### src/hw/rtl/lir_pkg.sv
`timescale 1ns / 1ps
`default_nettype none
// ----------------------------------------------------------------------------
// lir_pkg
// shared constants and controller/datapath interface types of the resampler
// ----------------------------------------------------------------------------
package lir_pkg;

  // fixed field widths
  localparam int SAMPLE_W   = 16;
  localparam int CHIDX_W    = 3;
  localparam int NCH_W      = 4;
  localparam int POS_W      = 32;
  localparam int FRAC_BITS  = 12;
  localparam int POS_ONE    = 4096;
  localparam int MIN_STEP   = 1024;

  // configuration port
  localparam int PADDR_W    = 3;
  localparam int PDATA_W    = 32;
  localparam logic REG_STEP     = 1'b0;
  localparam logic REG_CHANNELS = 1'b1;
  localparam logic [POS_W-1:0] STEP_RESET     = 32'd4096;
  localparam logic [NCH_W-1:0] CHANNELS_RESET = 4'd2;

  // defaults of the top level parameters
  localparam int DEF_MAX_CHANNELS     = 8;
  localparam int DEF_FRAME_INDEX_BITS = 20;

  // controller to datapath
  typedef struct packed {
    logic load;    // take one input sample into the frame being assembled
    logic emit;    // produce one output sample and step the channel
    logic skip;    // position already beyond the frame: drop one frame
    logic tail;    // interpolate the last frame against itself
    logic commit;  // frame complete: move it to the previous frame
    logic clear;   // end of block: position and counters to zero
  } cmd_t;

  // datapath to controller
  typedef struct packed {
    logic frame_done;  // the sample now offered completes a frame
    logic fc_nz;       // at least one frame completed in this block
    logic eob;         // latched end of block of the current input
    logic rp_ge_one;   // position at or beyond the next frame
    logic chan_last;   // output channel is the last of the frame
    logic sum_ge_one;  // next position leaves the frame interval
    logic out_free;    // output register can take a new result
  } status_t;

endpackage
`default_nettype wire

### src/hw/rtl/lir_cfg.sv
`timescale 1ns / 1ps
`default_nettype none
// ----------------------------------------------------------------------------
// lir_cfg
// register port holding step and channel count, with their effective values
// ----------------------------------------------------------------------------
module lir_cfg #(
  parameter int MAX_CHANNELS = lir_pkg::DEF_MAX_CHANNELS
) (
  input  wire logic                         clk,
  input  wire logic                         rst,
  input  wire logic                         psel,
  input  wire logic                         penable,
  input  wire logic                         pwrite,
  input  wire logic [lir_pkg::PADDR_W-1:0]  paddr,
  input  wire logic [lir_pkg::PDATA_W-1:0]  pwdata,
  output logic      [lir_pkg::PDATA_W-1:0]  prdata,
  output logic                              pready,
  output logic      [lir_pkg::POS_W-1:0]    step_eff,
  output logic      [lir_pkg::NCH_W-1:0]    nch_eff
);
  import lir_pkg::*;

  logic [POS_W-1:0] step;
  logic [NCH_W-1:0] channel_count;
  logic             wr_en;

  assign pready = 1'b1;
  assign wr_en  = psel & penable & pwrite & pready;

  always_ff @(posedge clk) begin
    if (rst) begin
      step          <= STEP_RESET;
      channel_count <= CHANNELS_RESET;
    end else if (wr_en) begin
      unique case (paddr[2])
        REG_STEP:     step          <= pwdata;
        REG_CHANNELS: channel_count <= pwdata[NCH_W-1:0];
        default:      step          <= step;
      endcase
    end
  end

  assign prdata = (paddr[2] == REG_CHANNELS) ?
                  {{(PDATA_W-NCH_W){1'b0}}, channel_count} : step;

  // small steps raise to the 4x limit
  assign step_eff = (step < POS_W'(MIN_STEP)) ? POS_W'(MIN_STEP) : step;

  always_comb begin
    if (channel_count == '0) begin
      nch_eff = NCH_W'(1);
    end else if (channel_count > NCH_W'(MAX_CHANNELS)) begin
      nch_eff = NCH_W'(MAX_CHANNELS);
    end else begin
      nch_eff = channel_count;
    end
  end

endmodule
`default_nettype wire

### src/hw/rtl/lir_ctrl.sv
`timescale 1ns / 1ps
`default_nettype none
// ----------------------------------------------------------------------------
// lir_ctrl
// sequencer: takes a sample, runs the interpolation phases, ends the block
// ----------------------------------------------------------------------------
module lir_ctrl (
  input  wire logic             clk,
  input  wire logic             rst,
  input  wire logic             s_tvalid,
  output logic                  s_tready,
  input  wire lir_pkg::status_t status,
  output lir_pkg::cmd_t         cmd
);
  import lir_pkg::*;

  localparam logic [2:0] ST_IDLE   = 3'd0;
  localparam logic [2:0] ST_MAIN   = 3'd1;
  localparam logic [2:0] ST_COMMIT = 3'd2;
  localparam logic [2:0] ST_ENDCHK = 3'd3;
  localparam logic [2:0] ST_TAIL   = 3'd4;

  logic [2:0] state;
  logic [2:0] state_next;
  logic       phase_end;

  always_comb begin
    state_next = state;
    cmd        = '0;
    phase_end  = 1'b0;
    s_tready   = (state == ST_IDLE);
    unique case (state)
      ST_IDLE: begin
        if (s_tvalid) begin
          cmd.load = 1'b1;
          if (status.frame_done) begin
            state_next = status.fc_nz ? ST_MAIN : ST_COMMIT;
          end else begin
            state_next = ST_ENDCHK;
          end
        end
      end
      ST_MAIN, ST_TAIL: begin
        cmd.tail = (state == ST_TAIL);
        if (status.rp_ge_one) begin
          cmd.skip  = 1'b1;
          phase_end = 1'b1;
        end else if (status.out_free) begin
          cmd.emit  = 1'b1;
          phase_end = status.chan_last & status.sum_ge_one;
        end
        if (phase_end) begin
          if (state == ST_TAIL) begin
            cmd.clear  = 1'b1;
            state_next = ST_IDLE;
          end else begin
            state_next = ST_COMMIT;
          end
        end
      end
      ST_COMMIT: begin
        cmd.commit = 1'b1;
        state_next = ST_ENDCHK;
      end
      ST_ENDCHK: begin
        if (status.eob && status.fc_nz) begin
          state_next = ST_TAIL;
        end else begin
          cmd.clear  = status.eob;
          state_next = ST_IDLE;
        end
      end
      default: state_next = ST_IDLE;
    endcase
  end

  always_ff @(posedge clk) begin
    if (rst) begin
      state <= ST_IDLE;
    end else begin
      state <= state_next;
    end
  end

  a_emit_room: assert property (@(posedge clk) disable iff (rst)
    cmd.emit |-> status.out_free)
    else $error("result produced while output register full");

  a_commit_src: assert property (@(posedge clk) disable iff (rst)
    state == ST_COMMIT |-> $past(state) == ST_MAIN || $past(state) == ST_IDLE)
    else $error("frame commit reached from wrong state");

endmodule
`default_nettype wire

### src/hw/rtl/lir_dpath.sv
`timescale 1ns / 1ps
`default_nettype none
// ----------------------------------------------------------------------------
// lir_dpath
// frame stores, read position, interpolator and output register
// ----------------------------------------------------------------------------
module lir_dpath #(
  parameter int MAX_CHANNELS     = lir_pkg::DEF_MAX_CHANNELS,
  parameter int FRAME_INDEX_BITS = lir_pkg::DEF_FRAME_INDEX_BITS
) (
  input  wire logic                                clk,
  input  wire logic                                rst,
  input  wire lir_pkg::cmd_t                       cmd,
  output lir_pkg::status_t                         status,
  input  wire logic        [lir_pkg::POS_W-1:0]    step_eff,
  input  wire logic        [lir_pkg::NCH_W-1:0]    nch_eff,
  input  wire logic signed [lir_pkg::SAMPLE_W-1:0] sample_in,
  input  wire logic                                end_of_block,
  input  wire logic                                m_tready,
  output logic                                     m_tvalid,
  output logic signed      [lir_pkg::SAMPLE_W-1:0] sample_out,
  output logic             [lir_pkg::CHIDX_W-1:0]  channel_index,
  output logic                                     run_last,
  output logic                                     block_done
);
  import lir_pkg::*;

  localparam int CH_W = (MAX_CHANNELS > 1) ? $clog2(MAX_CHANNELS) : 1;

  // (a*(4096-f) + b*f) / 4096 as a + (b-a)*f, truncated toward zero
  function automatic logic signed [SAMPLE_W-1:0] lerp(
    input logic signed [SAMPLE_W-1:0] a,
    input logic signed [SAMPLE_W-1:0] b,
    input logic        [FRAC_BITS-1:0] f
  );
    logic signed [SAMPLE_W:0]             diff;
    logic signed [SAMPLE_W+FRAC_BITS+1:0] prod;
    logic signed [SAMPLE_W+FRAC_BITS+2:0] acc;
    logic signed [SAMPLE_W+2:0]           q;
    diff = $signed({b[SAMPLE_W-1], b}) - $signed({a[SAMPLE_W-1], a});
    prod = diff * $signed({1'b0, f});
    acc  = $signed({{3{a[SAMPLE_W-1]}}, a, {FRAC_BITS{1'b0}}})
         + $signed({prod[SAMPLE_W+FRAC_BITS+1], prod});
    q    = acc[SAMPLE_W+FRAC_BITS+2:FRAC_BITS];
    if (acc[SAMPLE_W+FRAC_BITS+2] && (acc[FRAC_BITS-1:0] != '0)) begin
      q = q + $signed({{(SAMPLE_W+2){1'b0}}, 1'b1});
    end
    return q[SAMPLE_W-1:0];
  endfunction

  logic signed [SAMPLE_W-1:0]     previous_frame [MAX_CHANNELS];
  logic signed [SAMPLE_W-1:0]     current_frame  [MAX_CHANNELS];
  logic        [POS_W-1:0]        read_position;
  logic        [FRAME_INDEX_BITS-1:0] frame_counter;
  logic        [CH_W-1:0]         channel_counter;
  logic        [CH_W-1:0]         out_chan;
  logic                           eob;

  logic        [POS_W:0]          pos_sum;
  logic        [POS_W-1:0]        pos_wrapped;
  logic                           tail_empty;
  logic                           is_last;
  logic signed [SAMPLE_W-1:0]     lo_smp;
  logic signed [SAMPLE_W-1:0]     hi_smp;

  assign pos_sum     = {1'b0, read_position} + {1'b0, step_eff};
  assign pos_wrapped = POS_W'(pos_sum - (POS_W+1)'(POS_ONE));
  // a following tail phase has nothing to emit once the sum reaches two frames
  assign tail_empty  = |pos_sum[POS_W:FRAC_BITS+1];

  assign lo_smp  = previous_frame[out_chan];
  assign hi_smp  = cmd.tail ? previous_frame[out_chan] : current_frame[out_chan];

  always_comb begin
    status.frame_done = (NCH_W'(channel_counter) + NCH_W'(1)) >= nch_eff;
    status.chan_last  = (NCH_W'(out_chan) + NCH_W'(1)) >= nch_eff;
    status.fc_nz      = |frame_counter;
    status.eob        = eob;
    status.rp_ge_one  = |read_position[POS_W-1:FRAC_BITS];
    status.sum_ge_one = |pos_sum[POS_W:FRAC_BITS];
    status.out_free   = ~m_tvalid | m_tready;
  end

  assign is_last = status.chan_last & status.sum_ge_one & (cmd.tail | ~eob | tail_empty);

  // frame stores
  always_ff @(posedge clk) begin
    if (cmd.load) begin
      current_frame[channel_counter] <= sample_in;
      eob                            <= end_of_block;
    end
    if (cmd.commit) begin
      previous_frame <= current_frame;
    end
  end

  // position and counters
  always_ff @(posedge clk) begin
    if (rst) begin
      read_position   <= '0;
      frame_counter   <= '0;
      channel_counter <= '0;
      out_chan        <= '0;
    end else begin
      if (cmd.emit) begin
        out_chan <= status.chan_last ? '0 : out_chan + 1'b1;
      end
      if (cmd.clear) begin
        read_position   <= '0;
        frame_counter   <= '0;
        channel_counter <= '0;
      end else begin
        if (cmd.load) begin
          channel_counter <= status.frame_done ? '0 : channel_counter + 1'b1;
        end
        if (cmd.skip) begin
          read_position <= read_position - POS_W'(POS_ONE);
        end else if (cmd.emit && status.chan_last) begin
          read_position <= status.sum_ge_one ? pos_wrapped : pos_sum[POS_W-1:0];
        end
        if (cmd.commit && (frame_counter != '1)) begin
          frame_counter <= frame_counter + 1'b1;
        end
      end
    end
  end

  // output register
  always_ff @(posedge clk) begin
    if (rst) begin
      m_tvalid <= 1'b0;
    end else if (cmd.emit) begin
      m_tvalid <= 1'b1;
    end else if (m_tready) begin
      m_tvalid <= 1'b0;
    end
  end

  always_ff @(posedge clk) begin
    if (cmd.emit) begin
      sample_out    <= lerp(lo_smp, hi_smp, read_position[FRAC_BITS-1:0]);
      channel_index <= CHIDX_W'(out_chan);
      run_last      <= is_last;
      block_done    <= is_last & eob;
    end
  end

  a_pos_in_frame: assert property (@(posedge clk) disable iff (rst)
    cmd.emit && !(status.chan_last && status.sum_ge_one) |=> !status.rp_ge_one)
    else $error("position left frame interval while phase continues");

  a_skip_at_entry: assert property (@(posedge clk) disable iff (rst)
    cmd.skip |-> out_chan == '0)
    else $error("frame skip in the middle of an output frame");

  a_done_is_last: assert property (@(posedge clk) disable iff (rst)
    m_tvalid && block_done |-> run_last)
    else $error("block end flagged on a result that is not last");

endmodule
`default_nettype wire

### src/hw/rtl/linear_interp_resampler.sv
`timescale 1ns / 1ps
`default_nettype none
// ----------------------------------------------------------------------------
// linear_interp_resampler
// linear interpolation sample rate converter for interleaved 16-bit audio
// ----------------------------------------------------------------------------
// Interleaved signed samples enter one per transfer, channel 0 first; each
// completed frame is paired with the one before it and output frames are
// produced at a 20.12 read position advancing by the step register, each
// sample (a*(4096-f)+b*f)/4096 truncated toward zero. Outputs between two
// frames leave as soon as the later frame completes, and those that remain
// on the last frame (paired with itself) leave with the end-of-block sample.
// An input transfer is accepted, then the output samples it releases follow
// (up to 4 frames of channel_count samples between two frames and up to 4
// more on the tail at a block end, so 64 at most), with a skip step when the
// position already lies past the frame in either phase, then frame commit and
// end check; a stalled output holds the sequence. The serial interpolator
// produces one output sample per cycle while the output register is free.
// The output register decouples the two sides: a new sample is taken while
// the last result of the previous one still waits.
// ----------------------------------------------------------------------------
module linear_interp_resampler #(
  parameter int MAX_CHANNELS     = lir_pkg::DEF_MAX_CHANNELS,
  parameter int FRAME_INDEX_BITS = lir_pkg::DEF_FRAME_INDEX_BITS
) (
  input  wire logic                         clk,
  input  wire logic                         rst,
  // configuration: step at 0x0, channel_count at 0x4
  input  wire logic                         psel,
  input  wire logic                         penable,
  input  wire logic                         pwrite,
  input  wire logic [lir_pkg::PADDR_W-1:0]  paddr,
  input  wire logic [lir_pkg::PDATA_W-1:0]  pwdata,
  output logic      [lir_pkg::PDATA_W-1:0]  prdata,
  output logic                              pready,
  // input samples
  input  wire logic                         s_tvalid,
  output logic                              s_tready,
  input  wire logic [15:0]                  s_tdata,   // [15:0] sample_in
  input  wire logic                         s_tlast,   // end_of_block
  // output samples
  output logic                              m_tvalid,
  input  wire logic                         m_tready,
  output logic      [23:0]                  m_tdata,   // [15:0] sample_out,
                                                       // [18:16] channel_index
  output logic                              m_tlast,   // run_last
  output logic      [0:0]                   m_tuser    // [0] block_done
);
  import lir_pkg::*;

  cmd_t                         cmd;
  status_t                      status;
  logic        [POS_W-1:0]      step_eff;
  logic        [NCH_W-1:0]      nch_eff;
  logic signed [SAMPLE_W-1:0]   sample_out;
  logic        [CHIDX_W-1:0]    channel_index;
  logic                         block_done;

  // register port, clamps step and channel count to their usable range
  lir_cfg #(
    .MAX_CHANNELS (MAX_CHANNELS)
  ) u_cfg (
    .clk      (clk),
    .rst      (rst),
    .psel     (psel),
    .penable  (penable),
    .pwrite   (pwrite),
    .paddr    (paddr),
    .pwdata   (pwdata),
    .prdata   (prdata),
    .pready   (pready),
    .step_eff (step_eff),
    .nch_eff  (nch_eff)
  );

  // sequencer: accept, main phase, frame commit, end-of-block tail
  lir_ctrl u_ctrl (
    .clk      (clk),
    .rst      (rst),
    .s_tvalid (s_tvalid),
    .s_tready (s_tready),
    .status   (status),
    .cmd      (cmd)
  );

  // frames, position, interpolator and output register
  lir_dpath #(
    .MAX_CHANNELS     (MAX_CHANNELS),
    .FRAME_INDEX_BITS (FRAME_INDEX_BITS)
  ) u_dpath (
    .clk           (clk),
    .rst           (rst),
    .cmd           (cmd),
    .status        (status),
    .step_eff      (step_eff),
    .nch_eff       (nch_eff),
    .sample_in     ($signed(s_tdata)),
    .end_of_block  (s_tlast),
    .m_tready      (m_tready),
    .m_tvalid      (m_tvalid),
    .sample_out    (sample_out),
    .channel_index (channel_index),
    .run_last      (m_tlast),
    .block_done    (block_done)
  );

  // pack the result, zero fill to whole bytes
  assign m_tdata = {5'b0, channel_index, sample_out};
  assign m_tuser = block_done;

endmodule
`default_nettype wire

### config.mk
export PLATFORM = sky130hd
export DESIGN_NAME = linear_interp_resampler
export DESIGN_NICKNAME = d
export VERILOG_FILES = /design/src/hw/rtl/lir_pkg.sv /design/src/hw/rtl/lir_cfg.sv /design/src/hw/rtl/lir_ctrl.sv /design/src/hw/rtl/lir_dpath.sv /design/src/hw/rtl/linear_interp_resampler.sv
export SDC_FILE = /design/constraint.sdc
export NUM_CORES = 1
export LEC_CHECK = 0
export BUFFER_PORTS_ARGS = -buffer_cell sky130_fd_sc_hd__buf_4
export CORE_MARGIN = 10
export CORE_UTILIZATION = 30
export DETAILED_ROUTE_END_ITERATION = 8
export GPL_TIMING_DRIVEN = 1
export PLACE_DENSITY = 0.54
export SLEW_MARGIN = 30
export SYNTH_ARGS = -nofsm -noshare
export SYNTH_HDL_FRONTEND = slang
export SYNTH_SLANG_ARGS = --single-unit
### constraint.sdc
create_clock -name clk -period 17.1 [get_ports clk]
set_input_delay 1.71 -clock clk [delete_from_list [all_inputs] [get_ports clk]]
set_output_delay 1.71 -clock clk [all_outputs]
set_load 0.01 [all_outputs]
==> results.json, run 1 <==
{
  "clock_sinks": 376,
  "drt-total-wl_mm": 67.5,
  "hold_violations": 0,
  "layout-drive-gt1-share_pct": 12.7,
  "yosys.cell_count.top_type": "edfxtp_1",
  "drv_cap": 0,
  "rows": 109,
  "synth_top_area_share_pct": 31.0,
  "overflow": 0,
  "holdCritStartpoint": "u_dpath.current_frame[38]$_DFFE_PP_",
  "leakage_uw": 0.0122,
  "max_stage_delay_ns": 0.87,
  "r2r_slack_ns": 4.87,
  "place.gp.congestion": 0.839,
  "cp-start-kind": "flip-flop",
  "start_util_pct": 30.4,
  "skew_ns": 0.0563,
  "placed_cell_area_mm2": 0.0290,
  "antenna_found_initial": 4,
  "core_mm2": 0.0886,
  "cts_hold_buf": 0,
  "relSlewSlack_pct": 35.0,
  "cts_made_buffers": 40,
  "arrival_ns": 12.56,
  "dp.final_hpwl_mm": 49.7,
  "nets": 2960,
  "drt-wirelength-per-cell_um": 18.0,
  "synth-edff-count": 278,
  "fp.dieH_um": 320,
  "outcome": "finished clean",
  "synth_seq_cells": 376,
  "post-place-ws_ns": 4.82,
  "ys_async_sr_fraction_pct": 0,
  "clkSlewWorstSetupHoldPaths_ns": 0.06,
  "cp_common_cell": "fa_1",
  "ioPinCount": 120,
  "crit_required_ns": 17.44,
  "via_per_inst": 4.90,
  "synthTopCellsByCount": "edfxtp_1 (278), nand2_1 (258), inv_1 (256), fa_1 (211), nor2_1 (149)",
  "post-route-period-util_pct": 71.5,
  "finalPower_uw": 3700,
  "cts_setup_buffers": 0,
  "synth.distinct_cells": 76,
  "rsz0062_at_grt": "no",
  "drtPass1Iterations": 5,
  "fillCellCount": 8856,
  "wl_met2_mm": 33.0,
  "yosys_warnings": 0,
  "clk_latency_ns": 0.60,
  "num_vias": 18300,
  "hold_path.class": "reg2reg",
  "syn_avg_cell_area_um2": 10.8,
  "cts_tree": "yes",
  "grt_pass1_vias": 18400,
  "synthFlopType": "edfxtp_1",
  "end_kind": "flip-flop",
  "port_buffers": 111,
  "drc": 0,
  "antenna_left": 0,
  "dr.max_layer_used": "met5",
  "wl_met3_mm": 3.16,
  "drt_iter0_drc": 1224,
  "timing.setup.tns_ns": 0,
  "die_w_um": 320,
  "clockBufferDepth": 3,
  "ys_seq_area_share_pct": 38.3,
  "netlist.top_cell.by_area": "edfxtp_1",
  "worstHoldEndpoint": "u_dpath.previous_frame[38]$_DFFE_PP_",
  "netlist_area_mm2": 0.0269,
  "min_path_cells": 0,
  "clock-root-buffer": "clkbuf_16",
  "die_area_mm2": 0.102,
  "synth_cells": 2494,
  "setup_viol": 0,
  "htree_levels": 2,
  "grt_util_all_layers_pct": 13.0,
  "grt_pass1_wl_mm": 106,
  "rr_startpoint": "u_dpath.out_chan[0]$_SDFFE_PP0P_",
  "area_growth_pct": 13.1,
  "fin_ws_ns": 4.87,
  "powerDensity_mw_per_mm2": 122,
  "m1WireLength_mm": 30.1,
  "path_class": "reg2reg",
  "peakVddDrop_uv": 86.3,
  "post-route-cell-area_mm2": 0.0304,
  "rr_worst_depth": 40,
  "fmax_mhz": 81.8,
  "cts_resized": 0,
  "worstMarginPinSlew_ns": 0.974,
  "grt_max_degree": 78,
  "cp_slowest_cell": "dfxtp_4",
  "r2r-end": "u_dpath.sample_out[11]$_DFFE_PP_",
  "slew_viol_final": 0,
  "critPathMaxFanout": 41,
  "layout_min_cycle_time_ns": 12.23,
  "ys_top_cells_by_area": "edfxtp_1 (31%), fa_1 (16%), dfxtp_1 (7.3%)"
}
## critical path, delay by kind of cell (launching register included)
family / cells / cell delay (ns)
multiplexers: 2 / 0.82
AO/OA/AOI/OAI: 13 / 3.49
AND/OR/NAND/NOR: 8 / 1.81
XOR/XNOR: 2 / 0.22
buffers and inverters: 7 / 1.09
adder cells (fa/ha/maj): 8 / 3.63
flip-flops: 1 / 0.87
## area by class of cell
class / count / area [um^2] / share of cell area (%)
flip-flops and latches: 376 / 10300 / 33.9
diodes: 1 / 2.50 / 0.00822
inverters: 256 / 961 / 3.16
well taps: 1165 / 1460 / 4.79
clock buffers: 45 / 1040 / 3.42
multi-input cells: 1726 / 15200 / 49.8
repair buffers: 147 / 1110 / 3.64
clock inverters: 27 / 387 / 1.27
## sequential cells by signal, summed over array words and instances (netlist names), 3 cells and up
signal and cells:
u_cfg.channel_count 4, u_cfg.step 32, u_ctrl.state 3, u_dpath.channel_counter 3
u_dpath.channel_index 3, u_dpath.current_frame 128, u_dpath.frame_counter 20, u_dpath.out_chan 3
u_dpath.previous_frame 128, u_dpath.read_position 32, u_dpath.sample_out 16
## kinds of logic after synthesis
kind of cell,Yosys count,synth area share (%)
other,2,0.0279
flip-flops,376,38.3
buffers and inverters,396,5.69
XOR/XNOR,113,3.68
multiplexers,98,6.67
AO/OA/AOI/OAI,359,8.62
AND/OR/NAND/NOR,796,14.7
adder cells (fa/ha/maj),354,22.3
## worst max-delay path by stage
| stage | end | cells past startpoint | from |
|---|---|---|---|
| 6_report | u_dpath.sample_out[11]$_DFFE_PP_ | 40 | u_dpath.out_chan[0]$_SDFFE_PP0P_ |
| 5_1_grt | u_dpath.sample_out[11]$_DFFE_PP_ | 40 | u_dpath.out_chan[0]$_SDFFE_PP0P_ |
| 4_1_cts | u_dpath.sample_out[11]$_DFFE_PP_ | 36 | u_dpath.out_chan[0]$_SDFFE_PP0P_ |
| 3_5_place_dp | u_dpath.sample_out[11]$_DFFE_PP_ | 36 | u_dpath.out_chan[0]$_SDFFE_PP0P_ |
| 3_3_place_gp | u_dpath.sample_out[11]$_DFFE_PP_ | 36 | u_dpath.out_chan[0]$_SDFFE_PP0P_ |
| 2_1_floorplan | u_dpath.frame_counter[19]$_SDFFE_PP0P_ | 9 | u_ctrl.state[1]$_SDFFE_PP0P_ |
## power breakdown
part / switching (uW) / internal (uW)
clock network: 397 / 541
logic: 990 / 540
registers: 81.9 / 1150
total: 1470 / 2230
## layer usage
| metal | global-route usage (%) | up-vias |
|---|---|---|
| li1 | - | 8731 |
| met1 | 17.1 | 9183 |
| met2 | 22.2 | 338 |
| met3 | 2.11 | 70 |
| met4 | 3.13 | 2 |
| met5 | 0 | - |
## cells in the final DEF, fill, tap and decap left out, types with 93 or more instances in the layout
cell | netlist | final
dfxtp_1 | 98 | 93
fa_1 | 211 | 211
ha_1 | 143 | 143
edfxtp_1 | 278 | 278
nand2_1 | 258 | 258
buf_4 | 9 | 146
inv_1 | 256 | 256
a21oi_1 | 132 | 132
nor2_1 | 149 | 141
and2_1 | 97 | 97
## stage by stage
| step | std cells | hold slack (ns) | utilization (%) |
|---|---|---|---|
| final | 3743 | 0.411 | 34.3 |
| after global routing | 3743 | 0.426 | 34.3 |
| after CTS | 3742 | 0.402 | 34.3 |
| after detailed placement | 3670 | 0.429 | 32.7 |
| after global placement | 3670 | 0.424 | 32.7 |
| after floorplan | 2498 | 0.421 | - |
Power figures use the tool's default switching activity.
==> run 2: changes to the inputs <==
==> constraint.sdc (replaced) <==
create_clock -name clk -period 11.8 [get_ports clk]
set_input_delay 1.18 -clock clk [delete_from_list [all_inputs] [get_ports clk]]
set_output_delay 1.18 -clock clk [all_outputs]
set_load 0.01 [all_outputs]
==> results.json, run 2 (synthesis results as in run 1) <==
{
  "fillCellCount": 8954,
  "area_growth_pct": 13.6,
  "port_buffers": 111,
  "overflow": 0,
  "drt_iter0_drc": 889,
  "place.gp.congestion": 0.834,
  "timing.setup.tns_ns": 0,
  "crit_required_ns": 12.13,
  "clockBufferDepth": 3,
  "grt_pass1_vias": 18500,
  "worstMarginPinSlew_ns": 0.965,
  "cts_made_buffers": 41,
  "cts_resized": 0,
  "antenna_left": 0,
  "drv_cap": 0,
  "final_common_cell": "edfxtp_1",
  "drtPass1Iterations": 5,
  "finalPower_uw": 5400,
  "arrival_ns": 11.25,
  "hold_violations": 0,
  "ioPinCount": 120,
  "drc": 0,
  "drt-total-wl_mm": 68.4,
  "drt-wirelength-per-cell_um": 18.2,
  "fmax_mhz": 91.5,
  "critPathMaxFanout": 18,
  "outcome": "finished clean",
  "clk_latency_ns": 0.58,
  "setup_viol": 0,
  "grt_max_degree": 69,
  "relSlewSlack_pct": 35.6,
  "dp.final_hpwl_mm": 51.0,
  "peakVddDrop_uv": 136,
  "start_util_pct": 30.4,
  "slew_viol_final": 0,
  "clock-root-buffer": "clkbuf_16",
  "post-route-period-util_pct": 92.6,
  "num_vias": 18300,
  "utilization_pct": 34.5,
  "grt_pass1_wl_mm": 108,
  "min_path_cells": 0,
  "clock_sinks": 376,
  "stdcell_count": 3771,
  "path_class": "reg2reg",
  "n_antenna_cell": 0,
  "hold_path.class": "reg2reg",
  "largestRegisters": "u_dpath.current_frame x128, u_dpath.previous_frame x128",
  "nets": 2987,
  "end_kind": "flip-flop",
  "cts_tree": "yes",
  "fp.dieH_um": 320,
  "max_stage_delay_ns": 0.66,
  "leakage_uw": 0.0123,
  "die_area_mm2": 0.102,
  "layout-drive-gt1-share_pct": 13.4,
  "rr_worst_depth": 37,
  "cp_slowest_cell": "dfxtp_2",
  "clkSlewWorstSetupHoldPaths_ns": 0.06,
  "antenna_found_initial": 1,
  "layout_min_cycle_time_ns": 10.93,
  "rows": 109,
  "skew_ns": 0.0144,
  "htree_levels": 2,
  "powerDensity_mw_per_mm2": 177,
  "rsz0062_at_grt": "no",
  "die_w_um": 320,
  "grt_util_all_layers_pct": 13.2,
  "cts_hold_buf": 0,
  "dp_cells": 3696,
  "final_cell_mix": "edfxtp_1 (278), nand2_1 (257), inv_1 (256), fa_1 (211), buf_4 (173)",
  "via_per_inst": 4.86,
  "cp-start-kind": "flip-flop",
  "cts_setup_buffers": 0,
  "core_mm2": 0.0886
}
==> run 2: layer usage <==
metal / wire, um / vias up / part of all wire (%) / global-route usage [%]
met5: 11 / - / 0.016 / 0
met4: 1190 / 2 / 1.7 / 3.05
met3: 2780 / 67 / 4.1 / 1.86
met2: 33200 / 313 / 49 / 22.4
met1: 31200 / 9177 / 46 / 17.8
li1: - / 8782 / - / -
==> run 2: path summary, 6_finish.rpt <==
path / slack, ns / from / end
max: 0.87 / u_dpath.out_chan[1]$_SDFFE_PP0P_ / u_dpath.sample_out[15]$_DFFE_PP_
min: 0.44 / u_dpath.current_frame[28]$_DFFE_PP_ / u_dpath.previous_frame[28]$_DFFE_PP_
max reg2reg: 0.87 / u_dpath.out_chan[1]$_SDFFE_PP0P_ / u_dpath.sample_out[15]$_DFFE_PP_
min reg2reg: 0.44 / u_dpath.current_frame[28]$_DFFE_PP_ / u_dpath.previous_frame[28]$_DFFE_PP_
==> run 2: through the flow <==
stage                     setup slack, ns  instance area [um^2]  hold slack (ns)
final                               0.874                 30600            0.440
after global routing               0.0250                 30600            0.454
after CTS                           0.626                 30600            0.437
after detailed placement            0.643                 29200            0.428
after global placement              0.824                 29200            0.424
after floorplan                    0.0261                 26900            0.421
==> run 2: final cells by class <==
type	instances	area [um^2]	share of cell area (%)
timing repair buffer	173	1300	4.25
sequential	376	10300	33.7
tap	1165	1460	4.77
clock inverter	22	273	0.892
clock buffer	53	1130	3.70
inverter	256	961	3.14
multi-input combinational	1726	15100	49.5
==> run 2: power by group <==
part / switching (uW) / internal (uW)
clock network: 546 / 794
registers: 108 / 1670
logic: 1450 / 835
total: 2110 / 3300
==> run 2: critical path, delay by kind of cell (launching register included) <==
family	cells	cell delay, ns
AOI/OAI and AO/OA	12	3.77
xor gates and xnor gates	2	0.57
adders and majority gates	8	3.09
buffers and inverters	7	0.86
DFF	1	0.66
muxes	2	0.52
and+or+nand+nor	6	1.17
==> run 3: changes to the inputs <==
--- a/config.mk
+++ b/config.mk
@@ -14,4 +14,5 @@
 export SLEW_MARGIN = 30
 export SYNTH_ARGS = -nofsm -noshare
 export SYNTH_HDL_FRONTEND = slang
+export SYNTH_HIERARCHICAL = 1
 export SYNTH_SLANG_ARGS = --single-unit
==> results.json, run 3 <==
{
  "crit_required_ns": 12.14,
  "htree_levels": 2,
  "clockBufferDepth": 3,
  "synth.area.mux_share_pct": 6.80,
  "die_area_mm2": 0.103,
  "slew_viol_final": 0,
  "max_stage_delay_ns": 0.62,
  "crit_family": "adder cells",
  "final_cell_mix": "nand2_1 (286), edfxtp_1 (278), inv_1 (272), fa_1 (210), buf_4 (177)",
  "finalPower_uw": 6260,
  "leakage_uw": 0.0125,
  "end_kind": "flip-flop",
  "synthAdderAreaFrac_pct": 22.0,
  "rows": 110,
  "cp_slowest_cell": "or4b_2",
  "drv_cap": 0,
  "largestRegisters": "u_dpath/current_frame x128, u_dpath/previous_frame x128",
  "netlist_area_mm2": 0.0273,
  "synthTopCellsByCount": "nand2_1 (286), edfxtp_1 (278), inv_1 (273), fa_1 (211), ha_1 (142)",
  "ys_seq_area_share_pct": 37.8,
  "cp-start-kind": "flip-flop",
  "arrival_ns": 11.45,
  "fmax_mhz": 90.1,
  "clk_latency_ns": 0.60,
  "synth_simple_gate_area_share_pct": 14.4,
  "skew_ns": 0.0336,
  "final_common_cell": "nand2_1",
  "core_mm2": 0.0901,
  "cp_common_cell": "fa_1",
  "port_buffers": 111,
  "nets": 3050,
  "netlist.top_cell.by_area": "edfxtp_1",
  "layout-drive-gt1-share_pct": 13.7,
  "fillCellCount": 9010,
  "synthFlopType": "edfxtp_1",
  "path_class": "reg2reg",
  "post-route-period-util_pct": 94.1,
  "hold_path.class": "reg2reg",
  "layout_min_cycle_time_ns": 11.10,
  "place.gp.congestion": 0.876,
  "area_growth_pct": 14.0,
  "yosys.cell_count.top_type": "nand2_1",
  "cts_tree": "yes",
  "critPathMaxFanout": 16,
  "synth.distinct_cells": 89,
  "worstMarginPinSlew_ns": 0.959,
  "synth-edff-count": 278,
  "synth_compound_area_share_pct": 9.48,
  "synth_xor_xnor_area_share_pct": 3.53,
  "utilization_pct": 34.5,
  "clock-root-buffer": "clkbuf_16",
  "clkSlewWorstSetupHoldPaths_ns": 0.06,
  "drt-total-wl_mm": 69.4,
  "outcome": "finished clean",
  "peakVddDrop_uv": 142,
  "grt_max_degree": 131,
  "critPathBufInv": 6,
  "hold_violations": 0,
  "relSlewSlack_pct": 36.0,
  "via_per_inst": 4.88,
  "fp.dieH_um": 322,
  "cts_hold_buf": 0,
  "drtPass1Iterations": 5,
  "n_antenna_cell": 0,
  "die_w_um": 322,
  "grt_util_all_layers_pct": 13.5,
  "ioPinCount": 120,
  "synth_cells": 2547,
  "drt_iter0_drc": 911,
  "ys_top_cells_by_area": "edfxtp_1 (31%), fa_1 (15%), dfxtp_1 (7.2%)",
  "synth_top_area_share_pct": 30.6,
  "cts_made_buffers": 43,
  "overflow": 0,
  "synth_seq_cells": 376,
  "grt_pass1_wl_mm": 111,
  "syn_avg_cell_area_um2": 10.7,
  "setup_viol": 0,
  "antenna_found_initial": 4,
  "yosys_warnings": 6,
  "clock_sinks": 376,
  "synth_top_family_by_area": "adder cells",
  "dp.final_hpwl_mm": 52.0,
  "grt_pass1_vias": 19400,
  "num_vias": 18700,
  "drc": 0,
  "start_util_pct": 30.3,
  "drt-wirelength-per-cell_um": 18.1,
  "ys_async_sr_fraction_pct": 0,
  "powerDensity_mw_per_mm2": 201,
  "antenna_left": 0
}
[run 3: cell count changes after synthesis, sizes merged, moves of 11 or more]
| cell | previous run | this run |
|---|---|---|
| nor2b | 74 | 63 |
| clkbuf | 119 | 101 |
| nand2 | 258 | 286 |
| nand3 | 43 | 31 |
| inv | 256 | 273 |
| nand4 | 34 | 23 |
| buf | 21 | 36 |
| a21boi | 2 | 16 |
| nor2 | 149 | 128 |
| o21ai | 55 | 68 |
[run 3: metrics by stage]
stage / worst slack, ns / cells / hold WS (ns) / instance area, um^2 / setup TNS (ns)
3_5_place_dp: 0.372 / 3758 / 0.428 / 29500 / 0
2_1_floorplan: 0.205 / 2551 / 0.406 / 27300 / 0
6_report: 0.699 / 3844 / 0.431 / 31100 / 0
5_1_grt: -0.0387 / 3844 / 0.446 / 31100 / -0.0387
3_3_place_gp: 0.463 / 3758 / 0.425 / 29500 / 0
4_1_cts: 0.321 / 3833 / 0.425 / 31000 / 0
[run 3: final timing paths]
path | from | to | depth (start not counted) | slack [ns]
setup reg to reg | u_dpath/out_chan[0]$_SDFFE_PP0P_ | u_dpath/sample_out[14]$_DFFE_PP_ | 39 | 0.70
hold reg to reg | u_dpath/current_frame[4]$_DFFE_PP_ | u_dpath/previous_frame[4]$_DFFE_PP_ | 0 | 0.43
setup / recovery | u_dpath/out_chan[0]$_SDFFE_PP0P_ | u_dpath/sample_out[14]$_DFFE_PP_ | 39 | 0.70
hold / removal | u_dpath/current_frame[4]$_DFFE_PP_ | u_dpath/previous_frame[4]$_DFFE_PP_ | 0 | 0.43
[run 3: cell type report]
| class | count | area, um^2 | area share [%] |
|---|---|---|---|
| Clock buffer | 56 | 1150 | 3.71 |
| Clock inverter | 19 | 295 | 0.950 |
| Inverter | 273 | 1030 | 3.31 |
| Multi-Input combinational cell | 1764 | 15400 | 49.7 |
| Sequential cell | 376 | 10300 | 33.2 |
| Tap cell | 1176 | 1470 | 4.73 |
| Timing Repair Buffer | 180 | 1370 | 4.42 |
[run 3: kinds of logic after synthesis]
group / after synthesis
xor+xnor: 110
fa+ha+maj: 353
mux: 104
buf+inv: 411
compound gates: 400
other cells: 2
simple gates: 791
flops: 376
[run 3: metal layers]
| metal | global-route usage [%] | share of wire (%) | vias up |
|---|---|---|---|
| met2 | 23.4 | 49 | 311 |
| li1 | - | - | 8979 |
| met3 | 2.58 | 5.1 | 79 |
| met1 | 17.4 | 45 | 9363 |
| met5 | 0 | 0.075 | - |
| met4 | 2.98 | 1.6 | 8 |
[run 3: power breakdown]
group / switching [uW] / internal [uW]
Clock: 560 / 809
Combinational: 1940 / 1110
Sequential: 139 / 1700
[run 3: repair_timing]
item                                    4_1_cts  5_1_grt
resized for setup                             0        4
setup buffers                                 0       10
endpoints found under the setup margin        0        8
